### src/swm_pkg.sv
// Shared types and constants of the running median filter.
package swm_pkg;

    localparam int SAMPLE_W = 16;

    // Smallest stored sample; zero marks an empty cell.
    localparam logic [SAMPLE_W-1:0] MIN_SAMPLE = 16'd1;
    localparam logic [SAMPLE_W-1:0] STOPPER    = 16'd0;

    // Flags handed from one cell to the next one down the chain.
    typedef struct packed {
        logic del_le;  // evicted cell sits at or above this one
        logic lt;      // post-eviction value here is below the new sample
    } t_flag;

endpackage

### src/swm_cell.sv
// One cell of the sorted chain: value, age and local insert/evict rule.
module swm_cell #(
    parameter int AW     = 3,
    parameter int OLDEST = 6
) (
    input  logic                           i_clk,
    input  logic                           i_rst_n,
    input  logic                           i_load,
    input  logic [swm_pkg::SAMPLE_W-1:0]   i_sample,
    input  logic [swm_pkg::SAMPLE_W-1:0]   i_up_val,
    input  logic [AW-1:0]                  i_up_age,
    input  logic [swm_pkg::SAMPLE_W-1:0]   i_dn_val,
    input  logic [AW-1:0]                  i_dn_age,
    input  swm_pkg::t_flag                 i_up,
    output swm_pkg::t_flag                 o_flag,
    output logic [swm_pkg::SAMPLE_W-1:0]   o_val,
    output logic [AW-1:0]                  o_age
);
    import swm_pkg::*;

    logic [SAMPLE_W-1:0] r_val, n_val;
    logic [AW-1:0]       r_age, n_age;
    logic                hit;
    logic [SAMPLE_W-1:0] w_val, w_up_val;
    logic [AW-1:0]       w_age, w_up_age;

    // Oldest live sample drops out of the chain.
    assign hit    = (r_val != STOPPER) && (r_age == AW'(OLDEST));
    assign o_flag.del_le = i_up.del_le | hit;

    // Chain contents once the oldest sample has been removed.
    assign w_val    = o_flag.del_le ? i_dn_val : r_val;
    assign w_age    = o_flag.del_le ? i_dn_age : r_age;
    assign w_up_val = i_up.del_le ? r_val : i_up_val;
    assign w_up_age = i_up.del_le ? r_age : i_up_age;

    assign o_flag.lt = (w_val < i_sample);

    always_comb begin
        if (o_flag.lt && i_up.lt) begin
            n_val = w_up_val;
            n_age = w_up_age + 1'b1;
        end else if (o_flag.lt) begin
            n_val = i_sample;
            n_age = '0;
        end else begin
            n_val = w_val;
            n_age = w_age + 1'b1;
        end
    end

    always_ff @(posedge i_clk) begin
        if (!i_rst_n) begin
            r_val <= STOPPER;
        end else if (i_load) begin
            r_val <= n_val;
        end
    end

    always_ff @(posedge i_clk) begin
        if (i_load) begin
            r_age <= n_age;
        end
    end

    assign o_val = r_val;
    assign o_age = r_age;

endmodule

### src/sliding_window_median.sv
// Top level of the running median filter over the last WINDOW_SIZE samples.
// An accepted request is first written into the cell chain; its median then goes to the output register.
// Throughput: one request per cycle while o_stall is low; the sorted cell chain evicts and inserts in the same cycle.
// Output stalls hold the result register; input is stalled only while a result waits.
// Reset (synchronous, active low) empties the chain and clears fill count and valids.
module sliding_window_median #(
    parameter int WINDOW_SIZE = 7
) (
    input  logic                          i_clk,
    input  logic                          i_rst_n,
    input  logic                          i_valid,
    output logic                          o_stall,
    input  logic [swm_pkg::SAMPLE_W-1:0]  i_sample,
    output logic                          o_valid,
    input  logic                          i_stall,
    output logic [swm_pkg::SAMPLE_W-1:0]  o_median
);
    import swm_pkg::*;

    localparam int AW = (WINDOW_SIZE > 1) ? $clog2(WINDOW_SIZE) : 1;
    localparam int CW = $clog2(WINDOW_SIZE + 1);

    logic                accept;
    logic                load;
    logic [SAMPLE_W-1:0] sample_fix;

    logic [SAMPLE_W-1:0] cell_val [WINDOW_SIZE];
    logic [AW-1:0]       cell_age [WINDOW_SIZE];
    t_flag               cell_flg [WINDOW_SIZE];

    logic [CW-1:0]       r_fill, n_fill;
    logic                r_pend, n_pend;
    logic                r_out_valid, n_out_valid;
    logic [SAMPLE_W-1:0] r_median;
    logic [CW-1:0]       mid;
    logic [SAMPLE_W-1:0] pick;

    // Handshake: a request is taken whenever no finished result is stuck
    // waiting for the output register.
    assign load    = r_pend && (!r_out_valid || !i_stall);
    assign o_stall = r_pend && !load;
    assign accept  = i_valid && !o_stall;

    // Zero is the empty-cell marker, so map it to the smallest sample.
    assign sample_fix = (i_sample == STOPPER) ? MIN_SAMPLE : i_sample;

    // Sorted chain, largest value in cell 0, empty cells (zero) at the bottom.
    // Each cell looks only at its neighbours, at the flags from above and at the new sample.
    for (genvar g = 0; g < WINDOW_SIZE; g++) begin : g_cell
        logic [SAMPLE_W-1:0] up_val, dn_val;
        logic [AW-1:0]       up_age, dn_age;
        t_flag               up_flg;

        if (g == 0) begin : g_top
            assign up_val = STOPPER;
            assign up_age = '0;
            assign up_flg = '0;
        end else begin : g_mid
            assign up_val = cell_val[g-1];
            assign up_age = cell_age[g-1];
            assign up_flg = cell_flg[g-1];
        end

        if (g == WINDOW_SIZE - 1) begin : g_bot
            assign dn_val = STOPPER;
            assign dn_age = '0;
        end else begin : g_nxt
            assign dn_val = cell_val[g+1];
            assign dn_age = cell_age[g+1];
        end

        swm_cell #(
            .AW     (AW),
            .OLDEST (WINDOW_SIZE - 1)
        ) u_cell (
            .i_clk    (i_clk),
            .i_rst_n  (i_rst_n),
            .i_load   (accept),
            .i_sample (sample_fix),
            .i_up_val (up_val),
            .i_up_age (up_age),
            .i_dn_val (dn_val),
            .i_dn_age (dn_age),
            .i_up     (up_flg),
            .o_flag   (cell_flg[g]),
            .o_val    (cell_val[g]),
            .o_age    (cell_age[g])
        );
    end

    // Fill count saturates at the window length.
    always_comb begin
        n_fill = r_fill;
        if (accept && (r_fill != CW'(WINDOW_SIZE))) begin
            n_fill = r_fill + 1'b1;
        end
    end

    // Lower median of k samples sits at index floor(k/2) in descending order.
    assign mid = r_fill >> 1;

    always_comb begin
        pick = '0;
        for (int i = 0; i < WINDOW_SIZE; i++) begin
            if (CW'(i) == mid) begin
                pick = pick | cell_val[i];
            end
        end
    end

    always_comb begin
        n_pend = r_pend;
        if (accept) begin
            n_pend = 1'b1;
        end else if (load) begin
            n_pend = 1'b0;
        end
    end

    always_comb begin
        n_out_valid = r_out_valid;
        if (load) begin
            n_out_valid = 1'b1;
        end else if (!i_stall) begin
            n_out_valid = 1'b0;
        end
    end

    always_ff @(posedge i_clk) begin
        if (!i_rst_n) begin
            r_fill      <= '0;
            r_pend      <= 1'b0;
            r_out_valid <= 1'b0;
        end else begin
            r_fill      <= n_fill;
            r_pend      <= n_pend;
            r_out_valid <= n_out_valid;
        end
    end

    // Hold the result while downstream stalls.
    always_ff @(posedge i_clk) begin
        if (load) begin
            r_median <= pick;
        end
    end

    assign o_valid  = r_out_valid;
    assign o_median = r_median;

endmodule

### config.mk
export PLATFORM = sky130hd
export DESIGN_NAME = sliding_window_median
export DESIGN_NICKNAME = d
export VERILOG_FILES = /design/src/swm_pkg.sv /design/src/swm_cell.sv /design/src/sliding_window_median.sv
export SDC_FILE = /design/constraint.sdc
export NUM_CORES = 1
export LEC_CHECK = 0
export BUFFER_PORTS_ARGS = -buffer_cell sky130_fd_sc_hd__buf_2
export CAP_MARGIN = 40
export CORE_ASPECT_RATIO = 0.6
export CORE_MARGIN = 4
export CORE_UTILIZATION = 64
export CTS_CLUSTER_DIAMETER = 150
export DETAILED_ROUTE_END_ITERATION = 10
export GPL_TIMING_DRIVEN = 0
export PLACE_DENSITY = 0.82
export SYNTH_ARGS = -nofsm -noshare
export SYNTH_HDL_FRONTEND = slang
export SYNTH_SLANG_ARGS = --single-unit
### constraint.sdc
create_clock -name i_clk -period 6 [get_ports i_clk]
set_input_delay 1.5 -clock i_clk [delete_from_list [all_inputs] [get_ports i_clk]]
set_output_delay 1.5 -clock i_clk [all_outputs]
set_load 0.01 [all_outputs]
Word level (Yosys, flattened, before mapping) --
Cells that the tools add are included.
Storage, ports and cells: flip-flop bits (word level) 154, input bits 20, output and inout port bits 18
Cells by class: bitwise operators 9, reduce and logical (&&, ||, !) cells 32, muxes and demuxes 48, add/sub/neg operators 8, equal/unequal tests 12, magnitude comparators 7
Operators with widths (number):
- 16-bit 2-to-1 mux | 25
- 16-bit < comparator | 7
- 16-bit nonzero test | 7
- 3-bit 2-to-1 mux | 19
- 16-bit OR | 3
- 3-bit by 1-bit adder with 3-bit output (second input constant) | 8
- 3-bit == test (second input constant) | 7
- 1-bit logical AND | 17
- 16-bit logical NOT | 1
- 1-bit OR | 6
- 2-bit == test (first input constant) | 2
- 1-bit logical NOT | 4
- 1-bit 2-to-1 mux | 4
- 3-bit logical NOT | 1
- 3-bit != test (second input constant) | 1
- 1-bit by 2-bit == test with 1-bit output (first input constant) | 1
- 2-bit by 1-bit != test with 1-bit output (second input constant) | 1
- 2-bit nonzero test | 1
- 1-bit logical OR | 1

Longest topological paths before layout --
Gate-level depths: netlist (run 1).
depth in word-level cells 12, depth in mapped cells 19, depth with buffers taken out 15

Cells and area by module --
From an unflattened synthesis (run 1), not the netlist that was laid out.
Second synthesis, totals: cell total of the unflattened synthesis 1835, area, all modules 15443.6 um^2
Modules (own cells, without submodules):
- swm_cell at g_cell[0].u_cell ... | times used 4, area each 2144.6 um^2, cells an instance 270
- swm_cell at g_cell[5].u_cell ... | times used 2, area each 1793.0 um^2, cells an instance 203
- swm_cell at g_cell[1].u_cell | times used 1, area each 2035.7 um^2, cells an instance 269
- sliding_window_median | times used 1, area each 1243.7 um^2, cells an instance 80

Worst setup path before layout (run 1) --
OpenSTA, ideal clock, no wires.
path type reg2reg, start point reg g_cell[0].u_cell.r_val[0], end point reg g_cell[2].u_cell.r_val[1], setup slack 1.771 ns, cell stages (with the launch flop) 19, arrival 4.104 ns, path through dfxtp_1 nor4_1 nand4_1 a22oi_1 buf_2 nand2_1 buf_1 mux2i_1 inv_1 ha_1 a21o_1 a21o_1 a21oi_1 nand2_1 a211oi_1 nor2_1 nor2_1 buf_2 a21oi_1
On the way: word-level cells in the longest chain between the ends 8, elaborated cells between the ends (all ways) 11, those cells by class order compare (2); mux (4); bitwise (2); reduce/logical (3)
Ends and longest elaborated chain:
- start, declared | line swm_cell.sv:21 | logic [SAMPLE_W-1:0] r_val, n_val;
- start signal, assigned | line swm_cell.sv:56 | r_val <= n_val;
- 16-bit nonzero test (*) | line swm_cell.sv:28 | assign hit = (r_val != STOPPER) && (r_age == AW'(OLDEST));
- 1-bit logical AND (*) | line swm_cell.sv:28
- 1-bit OR (*) | line swm_cell.sv:29 | assign o_flag.del_le = i_up.del_le | hit;
- 1-bit OR | line swm_cell.sv:29
- 16-bit 2-to-1 mux
- 16-bit < comparator | line swm_cell.sv:37 | assign o_flag.lt = (w_val < i_sample);
- 16-bit 2-to-1 mux / 1-bit logical AND (equally long branches) | line swm_cell.sv:43, swm_cell.sv:40
- 16-bit 2-to-1 mux (*) | line swm_cell.sv:40 | if (o_flag.lt && i_up.lt) begin
- end signal, assigned | line swm_cell.sv:56
- end, declared | line swm_cell.sv:21
Every way passes the cells marked *; elsewhere a longest branch is shown, timed or not. A chain may end at the register's enable or synchronous reset.

Final worst setup path (run 1) --
start point reg g_cell[0].u_cell.r_val[11], end point reg g_cell[3].u_cell.r_val[7]
On the way: word-level cells in the longest chain between the ends 9, elaborated cells between the ends (all ways) 12, those cells by class order compare (2); mux (4); bitwise (3); reduce/logical (3)
Ends and longest elaborated chain (line):
- 16-bit nonzero test (*) | swm_cell.sv:28
- 1-bit logical AND (*) | swm_cell.sv:28
- 1-bit OR (*) (2 in a row) | swm_cell.sv:29
- 1-bit OR | swm_cell.sv:29
- 16-bit 2-to-1 mux
- 16-bit < comparator | swm_cell.sv:37
- 16-bit 2-to-1 mux / 1-bit logical AND (equally long branches) | swm_cell.sv:43, swm_cell.sv:40
- 16-bit 2-to-1 mux (*) | swm_cell.sv:40
- end signal, assigned | swm_cell.sv:56
- end, declared | swm_cell.sv:21
Marks and branches as above.

==> results, run 1 <==
- The total global routing track utilization is 0.419.
- The number of different library cells used by synthesis comes to 64.
- Across the routed clock network, the largest skew measured is 0.0129 ns.
- The kind of end point of the critical path is a flop.
- The biggest fanout along the worst timing path is 10.
- The initial antenna violation count is 1.
- In the final layout, the share of cells above drive strength 1 is 0.156.
- The mean instance size in the synthesized netlist is 8.98 sq um.
- The clock root buffer master is sky130_fd_sc_hd__clkbuf_16.
- The number of remaining DRC errors is 0.
- The vias per cell is 7.35.
- For the pin with the worst max-slew slack, the measured transition is 1.05 ns.
- The post-detailed-route wirelength per cell is 27.0 microns.
- The final layout contains 1511 nets.
- The final worst-path cycle share is 1.03.
- The full die area is 20700 sq um.
- The effective utilization at floorplan is 0.652.
- The number of primary I/O pins is 38.
- For this run, the register share of the synthesized area comes to 0.294.
- Derived from the worst setup path, the maximum achievable clock frequency is 162 MHz.
- The largest net degree at the start of global routing is 31.
- The worst hold margin is 0.489 ns.
- For this run the aggregate overflow at the end of global routing stands at 0.
- Once detail routing completed, the nets flagged for antenna violations numbered 0.
- The wire length of the first global-routing pass is 65900 microns.
- For the worst setup path, the data arrival time is 6.51 ns.
- The clock transition at the registers of the reported paths is 0.06 ns.
- The share of async-settable or async-resettable flops after synthesis is 0.
- The worst setup path is of the reg2reg kind.
- Setup repair after global routing left no endpoint under its margin.
- The area growth from synthesis to layout is 10.5%.
- After filler insertion, the fill cell instance count of the layout stands at 1395.
- The source-to-sink clock delay at the later pin of the worst-skew pair is 0.45 ns.
- After layout, the worst setup slack is -0.164 ns.
- For this run, the number of Yosys warnings is 0.
- The checks that failed: setup timing.
- The clock passes through at most 2 buffers.
- 0 antenna diodes ended up in the layout.
- The portion of synthesized cell area occupied by the leading cell type is 0.199.
- The most used flip-flop cell after synthesis is sky130_fd_sc_hd__dfxtp_1.
- In this run the core area contains 38 standard-cell rows.
- After synthesis, the cell types taking the most area are sky130_fd_sc_hd__dfxtp_1 (20%), sky130_fd_sc_hd__ha_1 (12%), sky130_fd_sc_hd__edfxtp_1 (9.5%), sky130_fd_sc_hd__mux2_2 (7.3%), sky130_fd_sc_hd__mux2i_1 (6.7%).
- Across the run, the number of max-cap violations was 0.
- The library cell used most frequently in the layout, excluding fill and tap cells, is sky130_fd_sc_hd__dfxtp_1.
- Buffers inserted during clock tree synthesis total 17.
- Timing analysis after detailed placement gives a worst setup slack of -0.509 ns.
- The relative slew slack is 0.291.
- The required time of the critical path is 6.34 ns.
- The synthesized netlist cell count is 1308.
- The worst register-to-register path has a depth of 18.
- At the end of the flow the core is filled with cells to 0.720.
- The number of cells on the worst hold path is 2.
- Across the whole layout, storage elements account for 3450 sq um.
- The final count of negative-setup-slack endpoints is 33.
- The count of hold-fix buffers inserted at cts is 0.
- The final-report hold violation count came to 0.
- The final route contains 12.0k vias.
- The number of enable flip-flop cells after synthesis is 37.
- The number of port buffers is 37.
- The congestion estimate from routability-driven global placement came to 1.04.
- The number of global-route vias before repair is 10.8k.
- The flow ran to the end, but the final reports show violations.
- Measured along the y axis, the die boundary spans 113 microns.
- The startpoint kind of the worst setup timing path is a flop.
- Detailed placement ended at an HPWL of 34300 microns.
- After synthesis the netlist holds a flip-flop and latch count of 154.
- The count of final max-slew check failures was 0.
- The region available for standard cell placement spans 18000 sq um.
- The static leakage is 5.63 nW.
- The die is 183 microns wide.
- The CTS tree is yes.
- The clock net sink count is 154.
- The cell area after technology mapping is 11700 sq um.
- Leaving out fill and tap cells, the most frequent cells in the layout are sky130_fd_sc_hd__dfxtp_1 (117), sky130_fd_sc_hd__ha_1 (114), sky130_fd_sc_hd__a21oi_1 (106), sky130_fd_sc_hd__nand2_1 (105), sky130_fd_sc_hd__mux2i_1 (79).
- The tightest min-delay check is of the reg2reg type.
- Counting every net in the synthesized netlist gives 1442.
- The areal power density over the cells is 349 nW/um^2.
- After layout, the minimum clock period comes to 6.16 ns.
- The combined area of the multi-input logic cells is 7810 sq um.
- Before antenna repair, the detailed router went through 8 iterations.
- The count of routing violations after the opening detailed-route iteration is 1992.
- Wires add up to 44000 microns.
- The clock tree synthesis step divided the H-tree into 4 levels.
- Of all cell types, the one taking the most synthesized area is sky130_fd_sc_hd__dfxtp_1.
- IR analysis of the VDD net gives a maximum drop of 0.396 mV.
worst max-delay path: stages (launching register included):
cell and delay, ns:
sky130_fd_sc_hd__dfxtp_1 0.34, sky130_fd_sc_hd__nor4_1 0.59, sky130_fd_sc_hd__nand4_1 0.15, sky130_fd_sc_hd__buf_4 0.19
sky130_fd_sc_hd__a22oi_1 0.35, sky130_fd_sc_hd__buf_2 0.41, sky130_fd_sc_hd__nand3_1 0.43, sky130_fd_sc_hd__clkbuf_1 0.45
sky130_fd_sc_hd__mux2_2 0.43, sky130_fd_sc_hd__ha_1 0.30, sky130_fd_sc_hd__nand2_1 0.05, sky130_fd_sc_hd__nor2_1 0.27
sky130_fd_sc_hd__nand2_1 0.15, sky130_fd_sc_hd__or3_1 0.39, sky130_fd_sc_hd__clkbuf_1 0.15, sky130_fd_sc_hd__o21ai_2 0.48
sky130_fd_sc_hd__clkbuf_1 0.61, sky130_fd_sc_hd__a21oi_1 0.17, sky130_fd_sc_hd__o21a_1 0.14
registers in the layout, indices dropped and copies added, names as in the netlist:
| signal | flops |
|---|---|
| r_fill | 3 |
| o_median | 16 |
| g_cell.u_cell.o_val | 112 |
| g_cell.u_cell.o_age | 21 |
| r_pend | 1 |
| o_valid | 1 |
synthesized netlist by cell type, types with 7 or more instances:
cell type / number
sky130_fd_sc_hd__a211oi_1: 7
sky130_fd_sc_hd__a21o_1: 17
sky130_fd_sc_hd__a21oi_1: 106
sky130_fd_sc_hd__a32oi_1: 34
sky130_fd_sc_hd__and2_1: 19
sky130_fd_sc_hd__buf_1: 12
sky130_fd_sc_hd__buf_2: 12
sky130_fd_sc_hd__clkbuf_1: 57
sky130_fd_sc_hd__dfxtp_1: 117
sky130_fd_sc_hd__edfxtp_1: 37
sky130_fd_sc_hd__ha_1: 114
sky130_fd_sc_hd__inv_1: 55
sky130_fd_sc_hd__mux2_2: 76
sky130_fd_sc_hd__mux2i_1: 79
sky130_fd_sc_hd__mux4_2: 16
sky130_fd_sc_hd__nand2_1: 105
sky130_fd_sc_hd__nand3_1: 43
sky130_fd_sc_hd__nand4_1: 36
sky130_fd_sc_hd__nor2_1: 58
sky130_fd_sc_hd__nor3_1: 22
sky130_fd_sc_hd__nor4_1: 35
sky130_fd_sc_hd__o21a_1: 21
sky130_fd_sc_hd__o21ai_0: 64
sky130_fd_sc_hd__o21ai_1: 12
sky130_fd_sc_hd__o221ai_1: 27
sky130_fd_sc_hd__o311ai_0: 16
sky130_fd_sc_hd__or4_1: 15
layout make-up:
type                    count  share of cell area
multi-input cells        1012               0.602
clock buffers              20              0.0344
clock inverters            11             0.00800
well taps                 240              0.0231
plain buffers              86              0.0286
inverters                  56              0.0162
flip-flops and latches    154               0.266
repair buffers             50              0.0218
path summary, 6_finish.rpt:
check,end,slack (ns),start
setup reg to reg,g_cell[3].u_cell.o_val[7],-0.16,g_cell[0].u_cell.o_val[11]
hold / removal,o_valid,0.49,r_pend
hold reg to reg,o_valid,0.49,r_pend
setup / recovery,g_cell[3].u_cell.o_val[7],-0.16,g_cell[0].u_cell.o_val[11]
stage by stage:
stage | TNS, ns | total power, mW | instances | instance area, sq um
floorplan | 0 | 2.69 | 1308 | 11700
detailed placement | -10.95 | 3.27 | 1589 | 12300
finish | -2.05 | 4.53 | 1629 | 13000
global placement | -5.70 | 3.22 | 1585 | 12200
global route | 0 | 4.70 | 1629 | 13000
CTS | 0 | 4.33 | 1620 | 12800
power by group:
group,switching [mW],internal (mW),leakage (nW)
clock network,0.466,0.613,0.272
logic,1.26,0.771,4.04
registers,0.175,1.25,1.32
total,1.90,2.64,5.63
metal layers:
metal  global-route usage  vias to the layer above  part of all wire
li1                     -                     5198                 -
met1                0.629                     5641              0.43
met2                0.518                     1031              0.36
met3                0.226                       92              0.19
met4               0.0843                        4             0.021
met5               0.0306                        -            0.0018
timing repair:
item | in CTS | in global routing
pin swaps | 0 | 3
setup endpoints to repair | 60 | 94
setup buffers | 0 | 6
gates resized for setup | 6 | 21
cloned | 0 | 0
endpoints found under the hold margin | 0 | 0
kinds of logic (layout without fill, tap and decap cells):
| group | count (synthesis) | after routing | share of synthesized area |
|---|---|---|---|
| adders and majority gates | 114 | 114 | 0.121 |
| buffers and inverters | 142 | 223 | 0.0486 |
| muxes | 171 | 171 | 0.171 |
| DFF | 154 | 154 | 0.294 |
| AOI/OAI and AO/OA | 359 | 359 | 0.206 |
| and+or+nand+nor | 360 | 360 | 0.153 |
| xor gates and xnor gates | 8 | 8 | 0.00597 |
(Power assumes the default switching activity.)
==> run 2: changes to the inputs <==
--- a/config.mk
+++ b/config.mk
@@ -7,7 +7,6 @@
 export LEC_CHECK = 0
 export BUFFER_PORTS_ARGS = -buffer_cell sky130_fd_sc_hd__buf_2
 export CAP_MARGIN = 40
-export CORE_ASPECT_RATIO = 0.6
 export CORE_MARGIN = 4
 export CORE_UTILIZATION = 64
 export CTS_CLUSTER_DIAMETER = 150
==> constraint.sdc (replaced) <==
create_clock -name i_clk -period 5.9 [get_ports i_clk]
set_input_delay 1.475 -clock i_clk [delete_from_list [all_inputs] [get_ports i_clk]]
set_output_delay 1.475 -clock i_clk [all_outputs]
set_load 0.01 [all_outputs]
==> run 2 against run 1 <==
Final cell count fell by 0.98%. Highest routed layer is now met4. Maximum frequency rose by 5.2%. Sequential cell count did not move. Clock skew fell by 0.0044 ns. Global-route usage fell by 3.4 points. Clock power rose by 4%. The run now ends clean. Total power fell by 1.5%. Critical path depth rose by 1. Hold slack improved by 0.0079 ns. Final area fell by 0.72%. Count of clock-buffer cells in the layout fell by 3. Combinational power fell by 7%. Critical endpoint is now g_cell[5].u_cell.o_val[4].
==> results, run 2 (synthesis gave the netlist of run 1 again) <==
- The flow ran to the end, and the final reports show no timing, DRC or antenna violations.
- The clock transition at the registers of the reported paths is 0.07 ns.
- The highest metal layer carrying signal wires in the routed design is met4.
- Summed over all nets, wire length on met3 after detailed routing comes to 3860 microns.
- In this design, the largest share of critical-path delay is due to simple AND/OR/NAND/NOR gates.
- The areal power density over the cells is 347 nW/um^2.
- In this run the worst path has a maximum fanout of 10.
- The static leakage is 5.58 nW.
- VDD sags by at most 0.349 mV.
- The initial antenna violation count is 0.
- The data arrival at the endpoint of the critical path is 6.25 ns.
- For this run, the detailed router's first-pass iteration total came to 6.
- The net count of the finished layout is 1504.
- The flip-flop count of the largest register, all copies and words added is 112.
- Across the run, the number of max-cap violations was 0.
- The number of placed instances, taps included is 1577.
- The count of final max-slew check failures came to 0.
- The tree is rooted in a sky130_fd_sc_hd__clkbuf_16.
- Dividing the final minimum period by the clock period gives 0.993.
- The final critical path time including I/O delays and setup is 5.86 ns.
- The horizontal die dimension is 143 microns.
- The clock tree synthesis step divided the H-tree into 4 levels.
- The routed wire length is 39700 microns.
- The final count of negative-setup-slack endpoints is 0.
- The source-to-sink clock delay at the later pin of the worst-skew pair is 0.45 ns.
- The number of global-route vias before repair is 11.4k.
- Of the cells placed in the final design, the portion with a size suffix greater than 1 is 0.148.
- The accumulated negative setup slack is 0 ns.
- The classification of the worst setup path is reg2reg.
- CTS saw 154 sinks.
- Detailed routing placed a total of 18200 microns of wire on met2.
- For this configuration, the core starts out at a cell density of 0.652.
- The met1 wire length is 14800 microns.
- The critical path goes through nor4_1 -> nand4_1 -> a22oi_1 -> buf_2 -> nand3_1 -> buf_1 -> mux2i_1 -> inv_1 -> ha_1 -> and3_1 -> nand3_1 -> nor4_1 -> a221oi_1 -> o21ai_0 -> a31o_2 -> clkbuf_1 -> clkbuf_1 -> nand4_1 -> nand3_1.
- Once layout is done, the placed cells without fillers occupy 12900 sq um.
- The wire length of the first global-routing pass is 61100 microns.
- The via total after detailed routing is 11.5k.
- The CTS tree is yes.
- The number of port buffers is 37.
- The area overhead of the layout relative to synthesis is 9.73%.
- The clock arrives with 0.00859 ns of skew.
- The detailed router finished its first iteration with 1401 violations.
- Summed over all nets, the half-perimeter wirelength after detailed placement is 31100 microns.
- On the worst path, the slowest cell contributes a delay of 0.49 ns.
- Once layout is complete, the cells apart from fillers number 1613.
- Measured along the y axis, the die boundary spans 143 microns.
- In the layout the commonest cells are sky130_fd_sc_hd__dfxtp_1 (117), sky130_fd_sc_hd__ha_1 (114), sky130_fd_sc_hd__a21oi_1 (106), sky130_fd_sc_hd__nand2_1 (105), sky130_fd_sc_hd__mux2i_1 (79).
- The vias per cell is 7.15.
- Static timing analysis puts the maximum clock frequency at 171 MHz.
- The final-report hold violation count was 0.
- The number of primary I/O pins is 38.
- The total global routing track utilization is 0.385.
- The placement-stage cell area is 12200 sq um.
- The placer's final routability congestion estimate is 1.01.
- Timing analysis after detailed placement gives a worst setup slack of -0.0610 ns.
- The floorplan has 49 rows.
- Among the stages of the critical path, the cell type that occurs most often is sky130_fd_sc_hd__nand3_1.
- The buffer depth of the longest clock path is 2.
- The remaining global-route overflow is 0.
- The slew at the pin with the worst max-slew slack is 0.900 ns.
- The worst hold path class is reg2reg.
- The number of remaining DRC errors is 0.
- The floorplan step defined a die boundary enclosing 20600 sq um.
- STA classifies the critical path startpoint as a flop.
- The post-detailed-route wirelength per cell is 24.6 microns.
- The overall power is 4.47 mW.
- The largest net degree at the start of global routing is 31.
- Buffers inserted during clock tree synthesis total 17.
- The kind of end point of the critical path is a flop.
- Setup slack on the critical path of the routed design comes to 0.0400 ns.
- The most common library cell in the layout ignoring fill and taps is sky130_fd_sc_hd__dfxtp_1.
- The cell with the largest stage delay on the worst path is sky130_fd_sc_hd__clkbuf_1.
- Measured against its own limit, the worst slew margin works out to 0.394.
- The number of buffers and inverters on the critical path is 5.
- At the worst endpoint, the required time is 6.29 ns.
- In this run the remaining antenna-violating nets after routing total 0.
- The core footprint is 18000 sq um.
## run 2: cell type report
| cell class | count | area, sq um |
|---|---|---|
| Multi-Input combinational cell | 1012 | 7770 |
| Tap cell | 229 | 287 |
| Clock inverter | 15 | 151 |
| Timing Repair Buffer | 43 | 225 |
| Inverter | 56 | 210 |
| Sequential cell | 154 | 3450 |
| Antenna cell | 1 | 2.50 |
| Buffer | 86 | 365 |
| Fill cell | 1440 | 5140 |
| Clock buffer | 17 | 425 |
## run 2: path summary, 6_finish.rpt
kind / depth (start not counted) / start / end / slack, ns
min reg2reg: 2 / g_cell[6].u_cell.o_val[3] / g_cell[6].u_cell.o_val[3] / 0.50
max reg2reg: 19 / g_cell[0].u_cell.o_val[8] / g_cell[5].u_cell.o_val[4] / 0.04
max: 19 / g_cell[0].u_cell.o_val[8] / g_cell[5].u_cell.o_val[4] / 0.04
min: 2 / g_cell[6].u_cell.o_val[3] / g_cell[6].u_cell.o_val[3] / 0.50
## run 2: per-stage QoR
step                       util  hold slack [ns]
final                     0.715            0.497
after global routing      0.715            0.533
after CTS                 0.711            0.493
after detailed placement  0.679            0.482
after global placement    0.678            0.476
after floorplan               -            0.453
## run 2: per-layer routing
metal | track usage | vias to the layer above
met4 | 0.272 | 0
met5 | 0 | -
li1 | - | 5209
met3 | 0.0642 | 205
met1 | 0.466 | 5359
met2 | 0.621 | 756
## run 2: timing repair
action                                  4_1_cts  5_1_grt
setup buffers                                 0        2
endpoints found under the hold margin         0        0
hold buffers                                  0        0
resized for setup                             1       11
endpoints found under the setup margin       10       47
## run 2: worst reg2reg max path: stages (launching register included)
cell and delay (ns):
sky130_fd_sc_hd__dfxtp_1 0.35, sky130_fd_sc_hd__nor4_1 0.46, sky130_fd_sc_hd__nand4_1 0.43, sky130_fd_sc_hd__a22oi_1 0.46
sky130_fd_sc_hd__buf_2 0.39, sky130_fd_sc_hd__nand3_1 0.23, sky130_fd_sc_hd__buf_1 0.42, sky130_fd_sc_hd__mux2i_1 0.41
sky130_fd_sc_hd__inv_1 0.08, sky130_fd_sc_hd__ha_1 0.31, sky130_fd_sc_hd__and3_1 0.15, sky130_fd_sc_hd__nand3_1 0.12
sky130_fd_sc_hd__nor4_1 0.39, sky130_fd_sc_hd__a221oi_1 0.12, sky130_fd_sc_hd__o21ai_0 0.11, sky130_fd_sc_hd__a31o_2 0.20
sky130_fd_sc_hd__clkbuf_1 0.38, sky130_fd_sc_hd__clkbuf_1 0.49, sky130_fd_sc_hd__nand4_1 0.19, sky130_fd_sc_hd__nand3_1 0.13
## run 2: power breakdown
part           total, mW  internal (mW)  switching (mW)
Combinational       1.89          0.759            1.14
Sequential          1.45           1.27           0.179
Clock               1.12          0.596           0.524
Total               4.47           2.63            1.84
==> run 3: changes to the inputs <==
--- a/config.mk
+++ b/config.mk
@@ -8,11 +8,13 @@
 export BUFFER_PORTS_ARGS = -buffer_cell sky130_fd_sc_hd__buf_2
 export CAP_MARGIN = 40
 export CORE_MARGIN = 4
-export CORE_UTILIZATION = 64
+export CORE_UTILIZATION = 45
 export CTS_CLUSTER_DIAMETER = 150
 export DETAILED_ROUTE_END_ITERATION = 10
 export GPL_TIMING_DRIVEN = 0
-export PLACE_DENSITY = 0.82
+export MAX_ROUTING_LAYER = met4
+export PLACE_DENSITY = 0.61
+export REMOVE_ABC_BUFFERS = 1
 export SYNTH_ARGS = -nofsm -noshare
 export SYNTH_HDL_FRONTEND = slang
 export SYNTH_SLANG_ARGS = --single-unit
==> run 3 against run 2 <==
Sequential cell count did not move. Combinational power barely moved. Total power fell by 2.2%. Maximum frequency rose by 7.4%.
==> results, run 3 (synthesis gave the netlist of run 1 again) <==
- The final worst-path cycle share is 0.925.
- The CTS tree is yes.
- The placer's final routability congestion estimate is 0.894.
- After detailed routing, the number of vias per cell comes to 6.39.
- The final core area utilization is 0.516.
- In this run the standard cell core region covers 25400 sq um.
- For the final database, setup skew stands at 0.00990 ns.
- The final-report hold violation count is 0.
- Dividing the detail-routed wire length by the instance count gives 22.0 microns.
- The clock root buffer master is sky130_fd_sc_hd__clkbuf_16.
- The buffer depth of the longest clock path is 2.
- The first global-routing pass estimated 58500 microns of wire.
- The number of H-tree levels is 4.
- Setup repair after global routing left no endpoint under its margin.
- In this run the remaining antenna-violating nets after routing total 0.
- The accumulated negative setup slack is 0 ns.
- The total clock buffers created by CTS is 17.
- Counting every sink on the clock net gives 154.
- The flow ran to the end, and the final reports show no timing, DRC or antenna violations.
- The maximum clock rate is 183 MHz.
- Buffers inserted to repair hold after CTS numbered 0.
- The source-to-sink clock delay at the later pin of the worst-skew pair is 0.43 ns.
- The max-cap violation count is 0.
- Setup violations remaining at the end of the flow were counted as 0.
- The placement-stage cell area is 12500 sq um.
- The via total after detailed routing is 10.6k.
- Compared with the post-synthesis result, the final layout area differs by 11.6%.
- The flip-flop count of the largest register, all copies and words added is 112.
- The number of port buffers is 37.
- The initial antenna violation count came to 0.
- The floorplan has 58 rows.
- The critical path in this run is classified as reg2reg.
- The layout cell share with drive strength beyond 1 is 0.161.
- In this run the vertical extent of the chip is 170 microns.
- Data on the critical path arrives at its endpoint at 5.81 ns.
- The number of cells on the worst reg-to-reg path is 18.
- The worst hold path passes through 2 cells.
- The clock transition at the registers of the reported paths is 0.07 ns.
- The wire-length estimate of the detail-placed layout is 27600 microns.
- The routed design has 36400 microns of wire.
- In this run, the number of DRC markers left after iteration 0 of detailed routing was 719.
- The count of inserted antenna diode cells is 0.
- Counting I/O delays and the setup requirement, the final critical path takes 5.46 ns.
- The initial utilization of the core area, before any placement, comes to 0.462.
- The first detailed-routing pass ran for 7 iterations.
- The count of final max-slew check failures is 0.
- For this run, design rule violations remaining after detail routing come to 0.
- The largest vdd supply drop is 0.167 mV.
- The full die area is 28700 sq um.
- The layout has 2383 filler cells.
- The number of global-route vias before repair was 10.6k.
- The worst pin sits at a relative slew slack of 0.376.
- STA classifies the critical path endpoint as a flop.
- Leaving out fill and tap cells, the most frequent cells in the layout are sky130_fd_sc_hd__dfxtp_1 (117), sky130_fd_sc_hd__ha_1 (114), sky130_fd_sc_hd__nand2_1 (105), sky130_fd_sc_hd__a21oi_1 (105), sky130_fd_sc_hd__mux2i_1 (79).
- STA classifies the critical path startpoint as a flop.
- The number of primary I/O pins is 38.
- The static leakage is 5.64 nW.
- The required time of the critical path is 6.25 ns.
- The cell area after layout is 13100 sq um.
- For this run the aggregate overflow at the end of global routing stands at 0.
- The library cell used most frequently in the layout, excluding fill and tap cells, is sky130_fd_sc_hd__dfxtp_1.
- Entering global routing, the biggest net connects 51 pins.
- For the pin with the worst max-slew slack, the measured transition is 0.935 ns.
- The areal power density over the cells is 333 nW/um^2.
- The die is 170 microns wide.
- The worst hold path class is reg2reg.
- The net count of the finished layout is 1444.
- Of all nets on the critical path, the largest fanout is 16.
- For this run, the total global-route usage over all layers was measured as 0.261.
## run 3: changes by cell type in the layout (fill, tap and decap cells not counted), sizes merged
| cell | change |
|---|---|
| inv | -7 |
| diode | -1 |
| clkbuf | -56 |
| clkinv | +4 |
| buf | -1 |
## run 3: area by class of cell
class / instances / area, sq um / share of cell area
Clock inverter: 12 / 97.6 / 0.00745
Tap cell: 330 / 413 / 0.0315
Sequential cell: 154 / 3450 / 0.264
Clock buffer: 20 / 447 / 0.0341
Inverter: 56 / 211 / 0.0161
Multi-Input combinational cell: 1012 / 7790 / 0.595
Timing Repair Buffer: 69 / 686 / 0.0523
## run 3: final timing paths
check                                                start                   endpoint  slack, ns
worst max-delay path            g_cell[0].u_cell.o_val[11]  g_cell[6].u_cell.o_val[5]       0.44
worst min-delay path                                r_pend                    o_valid       0.48
worst max register to register  g_cell[0].u_cell.o_val[11]  g_cell[6].u_cell.o_val[5]       0.44
worst min register to register                      r_pend                    o_valid       0.48
## run 3: where the power goes
part	switching [mW]	internal, mW
Combinational	1.06	0.803
Sequential	0.176	1.27
Clock	0.467	0.588
## run 3: timing repair
item | 4_1_cts | 5_1_grt
gates cloned | 0 | 0
hold endpoints to repair | 0 | 0
pin swaps | 0 | 2
resized for setup | 3 | 4
endpoints found under the setup margin | 95 | 68
setup buffers | 1 | 5
## run 3: critical path: stages, from the launching register on
cell and delay, ns:
sky130_fd_sc_hd__dfxtp_1 0.35, sky130_fd_sc_hd__nor4_2 0.48, sky130_fd_sc_hd__nand4_1 0.41, sky130_fd_sc_hd__a22oi_2 0.36
sky130_fd_sc_hd__buf_6 0.18, sky130_fd_sc_hd__nand4_1 0.17, sky130_fd_sc_hd__buf_8 0.23, sky130_fd_sc_hd__a41oi_1 0.40
sky130_fd_sc_hd__buf_4 0.28, sky130_fd_sc_hd__and2_1 0.14, sky130_fd_sc_hd__ha_1 0.23, sky130_fd_sc_hd__a21o_1 0.18
sky130_fd_sc_hd__a21o_1 0.17, sky130_fd_sc_hd__a211oi_1 0.24, sky130_fd_sc_hd__o21ai_0 0.14, sky130_fd_sc_hd__a221o_1 0.32
sky130_fd_sc_hd__a211o_1 0.36, sky130_fd_sc_hd__nand2b_1 0.43, sky130_fd_sc_hd__o21ai_0 0.27
## run 3: routing by layer
metal  up-vias  routed length [microns]  track usage
met1      5093                    16800        0.351
met2       335                    16800        0.411
met3        63                     1960       0.0354
met4         0                      888       0.0823
met5         -                        0            -
li1       5067                        -            -
## run 3: metrics by stage
stage                     instances  total power [mW]  hold WS, ns  setup WS (ns)
final                          1653              4.37        0.482          0.444
after global routing           1653              4.64        0.538         0.0971
after CTS                      1648              4.35        0.493         0.0896
after detailed placement       1615              3.28        0.479         -0.706
after global placement         1589              3.15        0.465          -3.61
after floorplan                1222              2.69        0.453         -0.277
